File: src/rtl/core/erf_fp32_piecewise_poly_unit_assert.svh
// Assertion macros for the erf unit.
// Expects clk and arst_n in the scope of use; compiles to nothing under SYNTHESIS.
`ifndef ERF_FP32_PIECEWISE_POLY_UNIT_ASSERT_SVH
`define ERF_FP32_PIECEWISE_POLY_UNIT_ASSERT_SVH
`ifndef SYNTHESIS
`define ERF_ASSERT_IMPL(lbl, ante, cons) \
	lbl: assert property (@(posedge clk) disable iff (!arst_n) (ante) |-> (cons)) \
		else $error("erf unit: same-cycle check failed");
`define ERF_ASSERT_NEXT(lbl, ante, cons) \
	lbl: assert property (@(posedge clk) disable iff (!arst_n) (ante) |=> (cons)) \
		else $error("erf unit: next-cycle check failed");
`else
`define ERF_ASSERT_IMPL(lbl, ante, cons)
`define ERF_ASSERT_NEXT(lbl, ante, cons)
`endif
`endif

File: src/rtl/core/erf_fifo.sv
// Small register FIFO used between front and back and on the result side.
// No dependencies.
module erf_fifo #(
	parameter int unsigned WIDTH = 32,
	parameter int unsigned DEPTH = 4
) (
	input  logic             clk,
	input  logic             arst_n,
	input  logic             push,
	input  logic [WIDTH-1:0] din,
	output logic             full,
	input  logic             pop,
	output logic [WIDTH-1:0] dout,
	output logic             empty
);
	localparam int unsigned AW = (DEPTH > 1) ? $clog2(DEPTH) : 1;
	localparam int unsigned CW = $clog2(DEPTH + 1);

	logic [WIDTH-1:0] mem_q [DEPTH];
	logic [AW-1:0]    wr_q, rd_q;
	logic [CW-1:0]    cnt_q;
	logic             do_push, do_pop;

	assign full    = (cnt_q == CW'(DEPTH));
	assign empty   = (cnt_q == '0);
	assign do_push = push && !full;
	assign do_pop  = pop && !empty;
	assign dout    = mem_q[rd_q];

	// storage
	always_ff @(posedge clk) begin
		if (do_push) begin
			mem_q[wr_q] <= din;
		end
	end

	// pointers and fill count
	always_ff @(posedge clk or negedge arst_n) begin
		if (!arst_n) begin
			wr_q  <= '0;
			rd_q  <= '0;
			cnt_q <= '0;
		end else begin
			if (do_push) begin
				wr_q <= (wr_q == AW'(DEPTH - 1)) ? '0 : wr_q + AW'(1);
			end
			if (do_pop) begin
				rd_q <= (rd_q == AW'(DEPTH - 1)) ? '0 : rd_q + AW'(1);
			end
			case ({do_push, do_pop})
				2'b10:   cnt_q <= cnt_q + CW'(1);
				2'b01:   cnt_q <= cnt_q - CW'(1);
				default: cnt_q <= cnt_q;
			endcase
		end
	end
endmodule

File: config.mk
export PLATFORM = sky130hd
export DESIGN_NAME = erf_fifo
export DESIGN_NICKNAME = d
export VERILOG_FILES = /design/src/rtl/core/erf_fp32_piecewise_poly_unit_assert.svh /design/src/rtl/core/erf_fifo.sv
export SDC_FILE = /design/constraint.sdc
export NUM_CORES = 1
export LEC_CHECK = 0
export BUFFER_PORTS_ARGS = -buffer_cell sky130_fd_sc_hd__buf_2
export CAP_MARGIN = 20
export CORE_ASPECT_RATIO = 1.75
export CORE_UTILIZATION = 60
export DETAILED_ROUTE_END_ITERATION = 8
export HOLD_SLACK_MARGIN = 0.02
export PLACE_DENSITY = 0.83
export SLEW_MARGIN = 20
export SYNTH_ARGS = -nofsm -noshare
export SYNTH_HDL_FRONTEND = slang
export SYNTH_SLANG_ARGS = --single-unit
File: constraint.sdc
create_clock -name clk -period 4.95 [get_ports clk]
set_clock_uncertainty 0.05 [all_clocks]
set_input_delay 0.2475 -clock clk [delete_from_list [all_inputs] [get_ports clk]]
set_output_delay 0.2475 -clock clk [all_outputs]
set_load 0.05 [all_outputs]
==> impl_results.md <==
- Tcrit/Tclk final: 0.5437
- First-pass GRT wire length: 13670 um
- CTS Buffer Depth: 2
- Nets@finish: ~360
- #FFs+latches synth: roughly 140
- Final Max Slew Viols: 0
- Pwr dens: 683.4 nW/um2
- Worst IR Drop VDD: approximately 0.4 mV
- Die height: 124.2 um
- Number of remaining DRC errors: 0
- Gr usage total: 0.2201
- Critical path data required time: 4.65 ns
- Die Width: slightly above 70 um
- Worst-path fanout max: 21
- Post-Syn Area: about 5100 um2
- Critical path endpoint category: primary output
- DP Wirelength: 4976 um
- GP Congestion: 0.7176
- Power Total: 4349 uW
- Post-synth top cells: 128 x edfxtp_1, 28 x mux4_2, 7 x dfrtp_1, 7 x inv_1, 6 x ha_1
- Area grow syn2layout: 24.38%
- Hold Crit Class: input port to flop
- CTS clk-pin slew, worst paths: roughly 0.060 ns
- Synth Instances: 208
- Main synth FF type: edfxtp_1
- Final Hold Fails: 0
- CTS tree: built
- Vias in the first global route: 2670
- DP Area: 5508 um2
- Port buffer count: 69
- Most common cell in the netlist: edfxtp_1
- Post-layout min period: 2.691 ns
- Max Cap Viol: 0
- GR Overflow Total: 0
- Outcome: complete, no violations
- Synthesis warning total: 0
- Design Area, Final: around 6400 um2
- Crit Path Class: flop to primary output
- Worst Tran Pin Value: ~0.86 ns
- Total CTS buffers: 17
- Post-DR vias/cell: 5.692
- Post-synthesis async set-or-reset flop share: 0.05185
- Post-synth EDFFs: 128
- Initial core utilization: 0.6195
- TritonRoute pass-1 iters: 5
- Leakage: 0.002305 uW
- Total inserted antenna cells: 0
- Startpoint Class: flop
- F_max: 371.6 MHz
- Top cell type by total area after synthesis: edfxtp_1
- Post-synthesis cell type count: 21
- Final setup viols: 0
- Via count: 2419
- CTS sink count: 135
- Synth top area cells: edfxtp_1 75%, mux4_2 12%, dfrtp_1 3.4%, mux4_1 2.1%, ha_1 1.5%
- Register area share after synthesis: 0.7855
- RSZ-0062 raised after global routing: false
- Routed Antenna Nets: 0
- WL/cell: 20.53 um
- Iteration-0 DRC Markers: 158
- Final wirelength: around 8700 um
- Row Count: 44
- Root Driver: clkbuf_16
- CP arrival: about 2.4 ns
- Avg Inst Size Synth: roughly 25 um2
- Layout filler cell count: 459
- Largest net degree at the start of global routing: 33
- Die Area: 8915 um2
- Initial antenna violation count: 0
- Relative max-transition margin: 0.4271
- Clock Latency Late Sink: ~0.4 ns
- CTS H-tree depth: 4
- Post-synthesis net count: approximately 250
- Io pins: 70
- Setup TNS: 0 ns
- Proportion of layout cells with a drive suffix above 1: 0.4084
- Core area: between 8000 and 9000 um2
- Share of the synthesized area in the top cell type: 0.7513
area by class of cell:
| cell class | count | area [um2] | area share |
|---|---|---|---|
| inverters | 7 | 26.28 | 0.004129 |
| multi-input cells | 58 | 985.9 | 0.1549 |
| repair buffers | 102 | 670.6 | 0.1054 |
| clock inverters | 11 | 108.9 | 0.01711 |
| clock buffers | 20 | 436.7 | 0.06862 |
| flip-flops and latches | 135 | 4020 | 0.6317 |
| well taps | 92 | 115.1 | 0.01809 |
flip-flops by register name, summed over array words and instances, names as in the netlist:
name	count
cnt_q	3
mem_q	128
rd_q	2
wr_q	2
what timing repair did:
item                      in CTS  in global routing
hold buffers                  31                  0
hold endpoints to repair     127                  0
buffers inserted               0                  0
resized for setup              0                  0
per-stage QoR:
| step | instances | hold WS, ns | setup WS (ns) | utilization |
|---|---|---|---|---|
| global placement | 363 | 0.03949 | 2.657 | 0.6670 |
| CTS | 425 | 0.02009 | 2.193 | 0.7706 |
| finish | 425 | 0.02914 | 2.259 | 0.7706 |
| floorplan | 208 | -0.09809 | 2.176 | - |
| global route | 425 | 0.02086 | 2.094 | 0.7706 |
| detailed placement | 363 | 0.04567 | 2.629 | 0.6670 |
routing by layer:
metal / global-route usage / up-vias / wire (um)
met5: 0 / - / 0
met3: 0.06149 / 11 / 354
met2: 0.3750 / 76 / 4766
met4: 0.09559 / 0 / 111
met1: 0.2624 / 1243 / 3492
li1: - / 1089 / -
critical path, stage by stage, from the launching register on:
cell and delay, ns:
dfrtp_2 0.67, buf_4 0.46, mux4_1 0.61, buf_2 0.23
kinds of logic after synthesis:
group	Yosys count	share of synthesized area
DFF	135	0.7855
muxes	37	0.1546
adders and majority gates	7	0.01859
and+or+nand+nor	11	0.01345
buffers and inverters	15	0.02274
xor gates and xnor gates	3	0.005137
where the power goes:
part,internal (uW),switching (uW),total [uW]
Combinational,494,1050,1540
Sequential,1520,129,1650
Clock,730,428,1160
Total,2740,1600,4350
cell usage in the layout (no fill, tap or decap), types with 2 or more instances in the layout:
cell,count
mux2_2,4
dfrtp_1,6
bufinv_16,2
ha_1,6
mux4_2,28
clkinv_2,5
clkbuf_16,17
inv_1,7
nor2_1,3
clkinv_1,2
dlygate4sd3_1,31
buf_4,2
edfxtp_1,128
clkbuf_1,3
mux4_1,4
and2_2,4
buf_2,69
xor2_1,2
path summary, 6_finish.rpt:
kind,startpoint,end,slack [ns],depth (start not counted)
worst max-delay path,rd_q[0],dout[0],2.26,3
worst min-delay path,din[14],mem_q[3][14],0.03,1
worst max register to register,cnt_q[0],cnt_q[2],2.89,9
worst min register to register,cnt_q[2],cnt_q[2],0.47,1
max in group asynchronous,arst_n,rd_q[0],4.49,2
min in group asynchronous,arst_n,cnt_q[2],0.17,2
(Power assumes the default switching activity.)
