<file path="src/rtl/core/erf_fp32_piecewise_poly_unit_assert.svh">
// Assertion macros for the erf unit.
// Expects clk and arst_n in the scope of use; compiles to nothing under SYNTHESIS.
`ifndef ERF_FP32_PIECEWISE_POLY_UNIT_ASSERT_SVH
`define ERF_FP32_PIECEWISE_POLY_UNIT_ASSERT_SVH
`ifndef SYNTHESIS
`define ERF_ASSERT_IMPL(lbl, ante, cons) \
	lbl: assert property (@(posedge clk) disable iff (!arst_n) (ante) |-> (cons)) \
		else $error("erf unit: same-cycle check failed");
`define ERF_ASSERT_NEXT(lbl, ante, cons) \
	lbl: assert property (@(posedge clk) disable iff (!arst_n) (ante) |=> (cons)) \
		else $error("erf unit: next-cycle check failed");
`else
`define ERF_ASSERT_IMPL(lbl, ante, cons)
`define ERF_ASSERT_NEXT(lbl, ante, cons)
`endif
`endif

</file>
<file path="src/rtl/core/erf_pkg.sv">
// Shared types, thresholds and coefficient tables for the erf unit.
// No dependencies.
package erf_pkg;

	// input classification thresholds, on the magnitude bits
	localparam logic [30:0] MAG_INF   = 31'h7F800000;
	localparam logic [30:0] MAG_LARGE = 31'h407547CB;  // 3.8325068950653076171875
	localparam logic [30:0] MAG_T08   = 31'h3F4CCCCD;  // 0.8f
	localparam logic [30:0] MAG_T175  = 31'h3FE00000;  // 1.75f
	localparam logic [30:0] MAG_T28   = 31'h40333333;  // 2.8f
	localparam logic [31:0] ONE_BITS  = 32'h3F800000;

	localparam int unsigned NUM_OPS    = 14;  // offset, six Horner steps, final op
	localparam int unsigned POLY_TERMS = 7;

	typedef enum logic [1:0] {SEG_P0, SEG_P1, SEG_P2, SEG_P3} seg_t;

	// context carried alongside each request through the pipeline
	typedef struct packed {
		logic        valid;
		seg_t        seg;
		logic        sign;
		logic        spec;
		logic [31:0] spec_bits;
		logic [31:0] a;
		logic [31:0] t;
	} side_t;

	typedef struct packed {
		logic en;
		logic last_valid;
	} back_stat_t;

	// fp unit stage records
	typedef struct packed {
		logic               sign;
		logic signed [11:0] etop;  // biased exponent if mant msb sits at bit 47
		logic [47:0]        mant;
	} raw_t;

	typedef struct packed {
		logic        sign;
		logic        zero;
		logic [7:0]  eo;
		logic [23:0] m24;
		logic        g;
		logic        st;
	} nrm_t;

	// real to binary32, round to nearest even; normal values only
	function automatic logic [31:0] f32_of(input real r);
		logic [63:0] d;
		logic [10:0] e11;
		logic [7:0]  e8;
		logic        inc;
		d   = $realtobits(r);
		e11 = d[62:52];
		e8  = 8'(int'(e11) - 1023 + 127);
		inc = d[28] & ((|d[27:0]) | d[29]);
		return {d[63], e8, d[51:29]} + {31'b0, inc};
	endfunction

	localparam logic [31:0] COEF [4][POLY_TERMS] = '{
		'{f32_of(1.128379453136), f32_of(-0.340827090e-4), f32_of(-0.3754641048231),
		  f32_of(-0.480089943431e-2), f32_of(0.1291708894549),
		  f32_of(-0.2738900335275e-1), f32_of(-0.7265839921372e-2)},
		'{f32_of(0.1572988043812), f32_of(-0.4151063740764), f32_of(0.4151681759610),
		  f32_of(-0.1386338728462), f32_of(-0.6996173760407e-1),
		  f32_of(0.7588668092134e-1), f32_of(-0.1999414841696e-1)},
		'{f32_of(0.4677923940847e-2), f32_of(-0.2066698149162e-1),
		  f32_of(0.4131261993220e-1), f32_of(-0.4814201425671e-1),
		  f32_of(0.3459644561569e-1), f32_of(-0.1449449409692e-1),
		  f32_of(0.2739553512239e-2)},
		'{f32_of(0.221830562446e-4), f32_of(-0.140925585762e-3),
		  f32_of(0.420115643592e-3), f32_of(-0.743785588448e-3),
		  f32_of(0.804037923904e-3), f32_of(-0.488747786554e-3),
		  f32_of(0.127400179584e-3)}
	};

	// negated interval offset; -0 leaves a unchanged for the first interval
	function automatic logic [31:0] seg_offset(input seg_t s);
		logic [31:0] v;
		unique case (s)
			SEG_P0:  v = 32'h80000000;
			SEG_P1:  v = 32'hBF800000;
			SEG_P2:  v = 32'hC0000000;
			default: v = 32'hC0400000;
		endcase
		return v;
	endfunction

endpackage

</file>
<file path="src/rtl/core/erf_front.sv">
// Front end: takes operands, classifies special cases and picks the interval.
// Depends on erf_pkg.
module erf_front (
	input  logic                clk,
	input  logic                arst_n,
	input  logic                push,
	input  logic [31:0]         x_bits,
	output logic                ready,
	input  logic                q_full,
	output logic                q_push,
	output erf_pkg::side_t      q_side
);
	logic        v_s1;
	logic [31:0] x_s1;
	logic [30:0] mag;
	logic        nan;
	logic        big;

	assign ready  = !v_s1 || !q_full;
	assign q_push = v_s1 && !q_full;

	always_ff @(posedge clk or negedge arst_n) begin
		if (!arst_n) begin
			v_s1 <= 1'b0;
		end else if (ready) begin
			v_s1 <= push;
		end
	end

	always_ff @(posedge clk) begin
		if (push && ready) begin
			x_s1 <= x_bits;
		end
	end

	// classification
	always_comb begin
		mag   = x_s1[30:0];
		nan   = mag > erf_pkg::MAG_INF;
		big   = mag > erf_pkg::MAG_LARGE;
		q_side.valid     = 1'b1;
		q_side.sign      = x_s1[31];
		q_side.spec      = nan || big;
		q_side.spec_bits = nan ? x_s1 : {x_s1[31], erf_pkg::ONE_BITS[30:0]};
		q_side.a         = {1'b0, mag};
		q_side.t         = '0;
		if (mag < erf_pkg::MAG_T08) begin
			q_side.seg = erf_pkg::SEG_P0;
		end else if (mag < erf_pkg::MAG_T175) begin
			q_side.seg = erf_pkg::SEG_P1;
		end else if (mag < erf_pkg::MAG_T28) begin
			q_side.seg = erf_pkg::SEG_P2;
		end else begin
			q_side.seg = erf_pkg::SEG_P3;
		end
	end
endmodule

</file>
<file path="config.mk">
export PLATFORM = sky130hd
export DESIGN_NAME = erf_front
export DESIGN_NICKNAME = d
export VERILOG_FILES = /design/src/rtl/core/erf_fp32_piecewise_poly_unit_assert.svh /design/src/rtl/core/erf_pkg.sv /design/src/rtl/core/erf_front.sv
export SDC_FILE = /design/constraint.sdc
export NUM_CORES = 1
export LEC_CHECK = 0
export BUFFER_PORTS_ARGS = -buffer_cell sky130_fd_sc_hd__buf_2
export CAP_MARGIN = 10
export CORE_AREA = 5 5 95 62
export CTS_CLUSTER_DIAMETER = 60
export CTS_CLUSTER_SIZE = 14
export DETAILED_ROUTE_END_ITERATION = 8
export DIE_AREA = 0 0 100 67
export PLACE_DENSITY = 0.79
export RECOVER_POWER = 50
export SETUP_SLACK_MARGIN = 0.15
export SYNTH_ARGS = -nofsm -noshare
export SYNTH_HDL_FRONTEND = slang
export SYNTH_SLANG_ARGS = --single-unit
</file>
<file path="constraint.sdc">
create_clock -name clk -period 1.99 [get_ports clk]
set_input_delay 0.0995 -clock clk [delete_from_list [all_inputs] [get_ports clk]]
set_output_delay 0.0995 -clock clk [all_outputs]
set_load 0.01 [all_outputs]
</file>
==> out/qor.txt, run 1 <==
Via count - 1880
Final net count - 372
Core ar. - 4880 um2
Ys async rst share - 0.0303
Global-route wire length before repair - 8.78 mm
Crit path capture - q_side[77]
Levels on crit path - 6
PwrDens - 542 nW/um2
CTS tree - yes
RR Endpoint - x_s1[15]
Final Cycle Share - 0.989
Rows - 20
Die Span Y - 67 um
Largest net degree at the start of global routing - 33
Total track usage - 0.174
Clock Tree Buf Depth - 2
Routability Congestion - 0.845
Reg2reg start - v_s1
Post-route minimum period - 1.97 ns
TritonCTS Buffers - 5
Fmax - 0.508 GHz
Worst stage delay on the critical path - 0.40 ns
WP data required - 1.89 ns
Final hold vios - 0
Mapped Area - 1940 um2
Max Slew Vio Count - 0
Top cell type's share of synthesized area - 0.496
CP startpoint kind - flip-flop
Maximum capacitance violations - 0
Layout cells sized above 1 - 0.392
Hold Path Class - primary input to flip-flop
Worst setup path class - flip-flop to output port
Clock Skews - 0.00323 ns
Gate Count Post-Synth - 178
Largest fanout on the critical path - 21
Area leader, netlist - edfxtp_1
Vias per cell - 4.67
Number of synthesized flops with an enable pin - 32
Clock transition at path regs - 0.07 ns
Register bit count reported by yosys - 33
DRC violations left - 0
WP buf/inv - 2
Die W - 100 um
WL final - 6.29 mm
Register area share after synthesis - 0.509
Routed length per placed instance - 15.6 um
RSZ-0062 raised after global routing - true
Antenna Cells - 0
DRT iter0 DRCs - 106
H-tree level count - 2
Clock Latency Late Sink - 0.28 ns
Crit-path cells - nor3_1, nand4_1, o21a_1, buf_6, and2_1, buf_2
Setup violators final - 0
Status - finished clean
Area Growth Syn to Fin - 56.6%
Crit path capture type - output port
Largest cells by area after synthesis - edfxtp_1 50%, buf_4 16%, and2_1 5.8%
Root Driver - clkbuf_8
HPWL Detailed - 4.37 mm
Initial antenna violation count - 0
Prevailing post-synth register cell - edfxtp_1
Top-count cell post-synth - buf_4
Synth top cells by count - 42 x buf_4, 32 x edfxtp_1, 18 x and2_1
CP Launch Point - x_s1[14]
Post-synth cell types - 33
Worst path top cell family by delay - simple AND/OR/NAND/NOR gates
Worst-case reg-to-reg path depth - 3
Worst hold slack - 0.0182 ns
Leak Pwr - 1.37 nW
Routed Antenna Nets - 0
Layout fillers - 412
Clk sink count - 33
Slowest cell on crit path - edfxtp_1
Drt first pass iters - 4
Io pins - 139
Grt ovf - 0
Setup TNS - 0 ns
Starting density of the core - 0.397
Crit path DAT - 1.87 ns
R2R setup slack - 0.63 ns
Synth warn - 0
Area of the die - 6700 um2
Maximum vdd ir drop - 392 uV
Vias in the first global route - 1727
Syn avg cell area - 10.9 um2
Port bufs - 97
[registers in the layout, indices dropped and copies added (netlist names)]
signal,count
x_s1,32
v_s1,1
[timing repair]
| action | CTS | global route |
|---|---|---|
| hold buffers | 32 | 1 |
| buffers inserted | 10 | 2 |
| setup endpoints to repair | 23 | 23 |
| resized for setup | 8 | 17 |
| endpoints found under the hold margin | 32 | 1 |
| pin swaps | 4 | 3 |
[worst min path at each step]
stage,start,to,slack [ns],depth (start not counted)
after global placement,arst_n,v_s1,-0.12,1
after detailed placement,arst_n,v_s1,-0.12,1
final,push,v_s1,0.02,2
after global routing,push,v_s1,0.03,2
after CTS,x_bits[17],x_s1[17],0.003,1
after floorplan,arst_n,v_s1,-0.20,0
[cell usage in the layout, fill, tap and decap left out, types with 2 or more instances in the layout]
master and count:
conb_1 41, buf_4 22, nand4_1 5, nor4_2 4
nand3_1 5, nor2b_1 2, and3_1 5, edfxtp_1 32
nor3_2 2, inv_1 4, and2_1 16, nor4_4 2
o21ai_0 3, o211ai_1 3, clkbuf_1 19, dlygate4sd3_1 33
clkbuf_8 5, buf_6 9, nand2_1 9, buf_2 74
o2111ai_1 2, a21oi_1 5, clkinv_2 2, nor3_1 3
and2_4 8, nor2_1 7
[power breakdown]
part / switching [W] / internal, W
clock: 0.000242 / 0.000242
sequential: 0.0000412 / 0.000811
combinational: 0.000170 / 0.000139
[final cells by class]
cell class / count / area [um2] / area share
Sequential cell: 33 / 986 / 0.325
Timing Repair Buffer: 156 / 1030 / 0.341
Clock buffer: 6 / 72.6 / 0.0239
Tap cell: 66 / 82.6 / 0.0272
Inverter: 4 / 15.0 / 0.00495
Clock inverter: 2 / 10.0 / 0.00330
Multi-Input combinational cell: 136 / 835 / 0.275
[cell families after synthesis]
kind of cell | count (synthesis) | share of synthesized area
and+or+nand+nor | 73 | 0.227
buffers and inverters | 48 | 0.182
DFF | 33 | 0.509
AOI/OAI and AO/OA | 22 | 0.0781
other | 2 | 0.00387
[per-stage QoR]
step	instances	total power, W	instance area (um2)	utilization	setup WS [ns]
global placement	350	0.00109	2420	0.496	0.292
global route	403	0.00172	3040	0.622	-0.0628
CTS	400	0.00164	2940	0.603	0.0716
finish	403	0.00165	3040	0.622	0.0225
detailed placement	350	0.00109	2420	0.496	0.267
floorplan	217	0.00103	2080	-	0.282
[layer usage]
metal,share of wire,track usage,vias to the layer above
met5,0,0,-
met4,0.0070,0.0420,0
met3,0.13,0.0628,7
met2,0.46,0.285,111
met1,0.40,0.219,884
li1,-,-,878
(Power assumes the default switching activity.)
==> run 2: changes to the inputs <==
--- a/config.mk
+++ b/config.mk
@@ -13,7 +13,6 @@
 export DETAILED_ROUTE_END_ITERATION = 8
 export DIE_AREA = 0 0 100 67
 export PLACE_DENSITY = 0.79
-export RECOVER_POWER = 50
 export SETUP_SLACK_MARGIN = 0.15
 export SYNTH_ARGS = -nofsm -noshare
 export SYNTH_HDL_FRONTEND = slang
==> out/qor.txt, run 2 (same netlist as run 1, synthesis figures left out) <==
Vias in the first global route - 1727 (unchanged)
Biggest register - x_s1
Die W - 100 um (unchanged)
Crit path DAT - 1.86 ns (about the same)
Largest registers - x_s1 x32, v_s1 x1
Worst setup path class - flip-flop to output port
Slowest cell on crit path - edfxtp_1
Maximum vdd ir drop - 374 uV (-4.6%)
H-tree level count - 2 (unchanged)
Most frequent cells in the layout - 90 x buf_2, 41 x conb_1, 33 x dlygate4sd3_1
Largest fanout on the critical path - 21 (unchanged)
Vias per cell - 4.68 (+0.37%)
Largest net degree at the start of global routing - 33 (unchanged)
Met1 wire length - 2.47 mm (-1.3%)
Die Span Y - 67 um (unchanged)
Crit-path cells - nor3_1, nand4_1, o21a_1, buf_6, and2_1, buf_2
CTS tree - yes
Clk sink count - 33 (unchanged)
Via count - 1887 (+0.37%)
Final Cycle Share - 0.983 (-0.00610)
Area Growth Syn to Fin - 58.0%
Fmax - 0.511 GHz (+0.62%)
HPWL Detailed - 4.37 mm (unchanged)
Worst path top cell family by delay - simple AND/OR/NAND/NOR gates
CP startpoint kind - flip-flop
Area of the die - 6700 um2 (unchanged)
Worst hold slack - 0.0184 ns (+0.000200 ns)
Status - finished clean
Core ar. - 4880 um2 (unchanged)
Metal3 WL - 869 um (+4.7%)
Routed length per placed instance - 15.6 um (+0.19%)
DRC violations left - 0 (unchanged)
Largest register FFs - 32 (unchanged)
RSZ-0062 raised after global routing - true
Starting density of the core - 0.397 (unchanged)
Crit path capture type - output port
Rows - 20 (unchanged)
Wire length on met2 - 2.92 mm (+0.34%)
Layout cells sized above 1 - 0.445 (+0.0534)
Final net count - 372 (unchanged)
Levels on crit path - 6 (unchanged)
Total track usage - 0.174 (unchanged)
Root Driver - clkbuf_8
Antenna Cells - 0 (unchanged)
Final non-filler cell total - 403 (unchanged)
Drt first pass iters - 4 (unchanged)
Setup violators final - 0 (unchanged)
Commonest non-fill, non-tap cell in the layout - buf_2
Io pins - 139 (unchanged)
Hold Path Class - primary input to flip-flop
Worst stage delay on the critical path - 0.40 ns (about the same)
Final hold vios - 0 (unchanged)
Port bufs - 97 (unchanged)
Leak Pwr - 1.42 nW (+3.7%)
TritonCTS Buffers - 5 (unchanged)
Layout fillers - 404 (-1.9%)
Clock Skews - 0.00297 ns (-0.000252 ns)
Clock transition at path regs - 0.07 ns (about the same)
Fin area - 3060 um2 (+0.91%)
Top Metal Used - met4
Initial antenna violation count - 0 (unchanged)
Post-route minimum period - 1.96 ns (-0.0121 ns)
Max Slew Vio Count - 0 (unchanged)
Routed Antenna Nets - 0 (unchanged)
Clock Latency Late Sink - 0.28 ns (about the same)
Global-route wire length before repair - 8.78 mm (unchanged)
PwrDens - 540 nW/um2 (-0.46%)
Maximum capacitance violations - 0 (unchanged)
WP buf/inv - 2 (unchanged)
Setup TNS - 0 ns (unchanged)
Clock Tree Buf Depth - 2 (unchanged)
Worst-case reg-to-reg path depth - 3 (unchanged)
Number of cells on the worst hold path - 2 (unchanged)
Grt ovf - 0 (unchanged)
Routability Congestion - 0.845 (unchanged)
DRT iter0 DRCs - 94 (-11%)
DP Area - 2420 um2 (unchanged)
WP data required - 1.89 ns (about the same)
Dpl cells - 350 (unchanged)
WL final - 6.30 mm (+0.19%)
-- run 2: final cells by class --
| type | instances | area (um2) | area share |
|---|---|---|---|
| sequential | 33 | 986 | 0.322 |
| clock buffer | 6 | 72.6 | 0.0237 |
| multi-input combinational | 136 | 835 | 0.272 |
| timing repair buffer | 156 | 1060 | 0.347 |
| tap | 66 | 82.6 | 0.0270 |
| inverter | 4 | 15.0 | 0.00490 |
| clock inverter | 2 | 10.0 | 0.00327 |
-- run 2: power by group --
group	total, W	leakage, nW	switching (W)	internal, W
clock	0.000485	0.0450	0.000243	0.000242
combinational	0.000316	1.06	0.000170	0.000146
sequential	0.000852	0.316	0.0000407	0.000811
total	0.00165	1.42	0.000454	0.00120
-- run 2: through the flow --
step            util  power [W]  worst slack (ns)
2_1_floorplan      -    0.00103             0.282
3_3_place_gp   0.496    0.00109             0.292
6_report       0.628    0.00165            0.0346
3_5_place_dp   0.496    0.00109             0.267
4_1_cts        0.603    0.00164            0.0716
5_1_grt        0.628    0.00173           -0.0628
-- run 2: path summary, 6_finish.rpt --
kind | start | endpoint | slack, ns
max in group asynchronous | arst_n | v_s1 | 1.77
min in group asynchronous | arst_n | v_s1 | 0.14
setup / recovery | x_s1[14] | q_side[83] | 0.03
hold / removal | push | v_s1 | 0.02
hold reg to reg | v_s1 | v_s1 | 0.54
setup reg to reg | v_s1 | x_s1[15] | 0.64
-- run 2: routing by layer --
layer / vias to the layer above / GRT usage
li1: 878 / -
met1: 887 / 0.219
met2: 117 / 0.285
met3: 5 / 0.0628
met4: 0 / 0.0420
met5: - / 0
-- run 2: timing repair --
item,CTS,global route
buffers inserted,10,2
hold buffers,32,1
resized for setup,8,17
pin swaps,4,3
endpoints found under the setup margin,23,23
endpoints found under the hold margin,32,1
==> run 3: changes to the inputs <==
--- a/config.mk
+++ b/config.mk
@@ -12,8 +12,9 @@
 export CTS_CLUSTER_SIZE = 14
 export DETAILED_ROUTE_END_ITERATION = 8
 export DIE_AREA = 0 0 100 67
-export PLACE_DENSITY = 0.79
+export PLACE_DENSITY = 0.8
 export SETUP_SLACK_MARGIN = 0.15
+export SKIP_LAST_GASP = 1
 export SYNTH_ARGS = -nofsm -noshare
 export SYNTH_HDL_FRONTEND = slang
 export SYNTH_SLANG_ARGS = --single-unit
==> out/qor.txt, run 3 (same netlist as run 1, synthesis figures left out) <==
Status - finished with violations
Failing checks - negative setup slack
DP Area - 2410 um2 (-0.31%)
Largest registers - x_s1 x32, v_s1 x1
Internal Pwr Total - 0.00136 W (+13%)
PwrDens - 606 nW/um2 (+12%)
Rows - 20 (unchanged)
Worst stage delay on the critical path - 0.45 ns (+0.05 ns)
R2R setup slack - 0.67 ns (+0.03 ns)
Post-route minimum period - 2.00 ns (+0.0416 ns)
Clock transition at path regs - 0.07 ns (about the same)
Vias in the first global route - 1794 (+3.9%)
Via count - 1922 (+1.9%)
Grt ovf - 0 (unchanged)
Maximum capacitance violations - 0 (unchanged)
Routed Antenna Nets - 0 (unchanged)
Routability Congestion - 0.857 (+1.4%)
WL final - 6.18 mm (-1.9%)
Slowest cell on crit path - edfxtp_1
Biggest register - x_s1
Crit-path cells - buf_6, nor4b_2, and4_1, nand4_1, a21boi_1, buf_2
Largest net degree at the start of global routing - 33 (unchanged)
RSZ-0062 raised after global routing - true
Core ar. - 4880 um2 (unchanged)
Layout cells sized above 1 - 0.428 (-0.0174)
Die Span Y - 67 um (unchanged)
Setup violators final - 1 (+1)
Final hold vios - 0 (unchanged)
Area of the die - 6700 um2 (unchanged)
Hold Path Class - primary input to flip-flop
Crit path capture type - output port
Hold Path Origin - q_full
Share of power burned in registers - 0.470 (-0.045)
Fraction of power consumed by the clock network - 0.364 (+0.070)
HPWL Detailed - 4.38 mm (+0.15%)
Routed length per placed instance - 15.5 um (-0.67%)
Finished Core Util - 0.616 (-0.0121)
Max Slew Vio Count - 0 (unchanged)
WP buf/inv - 2 (unchanged)
Global-route wire length before repair - 8.89 mm (+1.3%)
Worst-case reg-to-reg path depth - 3 (unchanged)
Worst Hold End - v_s1
Worst setup path class - flip-flop to output port
WP data required - 1.89 ns (about the same)
Leak Pwr - 1.40 nW (-1.7%)
CTS tree - yes
Total track usage - 0.175 (+0.00114)
NetSw - 0.000462 W (+1.7%)
Port bufs - 97 (unchanged)
Die W - 100 um (unchanged)
TritonCTS Buffers - 5 (unchanged)
H-tree level count - 2 (unchanged)
Clk sink count - 33 (unchanged)
Io pins - 139 (unchanged)
Antenna Cells - 0 (unchanged)
Vias per cell - 4.83 (+3.1%)
Number of cells on the worst hold path - 3 (+1)
Starting density of the core - 0.397 (unchanged)
Most frequent cells in the layout - 97 x buf_2, 41 x conb_1, 34 x dlygate4sd3_1
Switching part of the total power - 0.254 (-0.0209)
Area Growth Syn to Fin - 55.0%
Largest register FFs - 32 (unchanged)
Worst path top cell family by delay - simple AND/OR/NAND/NOR gates
Reg2reg start - v_s1
CP startpoint kind - flip-flop
Initial antenna violation count - 0 (unchanged)
DRT iter0 DRCs - 186 (+98%)
Commonest non-fill, non-tap cell in the layout - buf_2
Drt first pass iters - 5 (+1)
Crit path DAT - 1.90 ns (+0.04 ns)
Final Cycle Share - 1.00 (+0.0209)
Clock Tree Buf Depth - 2 (unchanged)
Maximum vdd ir drop - 503 uV (+34%)
PnR worst setup slack - -0.00702 ns (-0.0416 ns)
Clock Skews - 0.00451 ns (+0.00153 ns)
Comb power frac - 0.166 (-0.025)
Largest fanout on the critical path - 5 (-76%)
Fin area - 3000 um2 (-1.9%)
Root Driver - clkbuf_8
DRC violations left - 0 (unchanged)
RR Endpoint - x_s1[1]
Fmax - 0.501 GHz (-2.1%)
Clock Latency Late Sink - 0.29 ns (about the same)
Final net count - 367 (-1.3%)
==> run 3: cell count changes in the layout (fill, tap and decap cells not counted), moves of 2 or more <==
cell      delta
and2_1       +2
and2_4       -2
buf_2        +7
buf_4        -6
buf_6        -7
clkinv_2     -2
==> run 3: power groups by stage <==
stage | Sequential (W) | Clock [W] | Combinational, W
after global placement | 0.000864 | 0 | 0.000222
final | 0.000855 | 0.000663 | 0.000303
after detailed placement | 0.000865 | 0 | 0.000226
after floorplan | 0.000883 | 0 | 0.000146
after CTS | 0.000852 | 0.000677 | 0.000295
after global routing | 0.000860 | 0.000709 | 0.000328
==> run 3: worst max path at each step <==
stage	slack, ns	endpoint	depth (start not counted)	start
final	-0.007	q_side[96]	6	x_s1[19]
after global routing	-0.06	q_side[77]	5	x_s1[22]
after CTS	0.04	q_side[77]	5	x_s1[22]
after detailed placement	0.13	q_side[77]	5	x_s1[17]
after global placement	0.16	q_side[86]	5	x_s1[17]
after floorplan	0.28	x_s1[0]	2	v_s1
==> run 3: per-layer routing <==
layer / track usage / vias to the layer above / share of wire
met5: 0 / - / 0
li1: - / 868 / -
met2: 0.286 / 145 / 0.46
met3: 0.0680 / 23 / 0.14
met4: 0.0739 / 0 / 0.024
met1: 0.206 / 886 / 0.38
==> run 3: layout make-up <==
cell class,instances,area (um2)
Clock buffer,6,82.6
Clock inverter,2,37.5
Fill cell,412,1880
Inverter,4,15.0
Multi-Input combinational cell,136,817
Sequential cell,33,986
Tap cell,66,82.6
Timing Repair Buffer,151,983
==> run 3: through the flow <==
stage / setup TNS (ns) / std cells / total power, W / hold slack (ns) / worst slack (ns)
after global placement: 0 / 349 / 0.00109 / -0.125 / 0.157
after global routing: -0.856 / 398 / 0.00190 / 0.0871 / -0.0558
after floorplan: 0 / 217 / 0.00103 / -0.196 / 0.282
after detailed placement: 0 / 349 / 0.00109 / -0.125 / 0.125
final: -0.00702 / 398 / 0.00182 / 0.0730 / -0.00702
after CTS: 0 / 397 / 0.00182 / 0.0556 / 0.0402
==> run 3: what timing repair did <==
item / in CTS / in global routing
buffers inserted: 6 / 1
endpoints found under the setup margin: 23 / 26
hold buffers: 34 / 0
resized for setup: 11 / 3
pin swaps: 4 / 1
hold endpoints to repair: 34 / 0
==> run 3: worst min-delay path, cell delays in order <==
cell	delay, ns
buf_2	0.09
nand2_1	0.07
nand2b_1	0.07
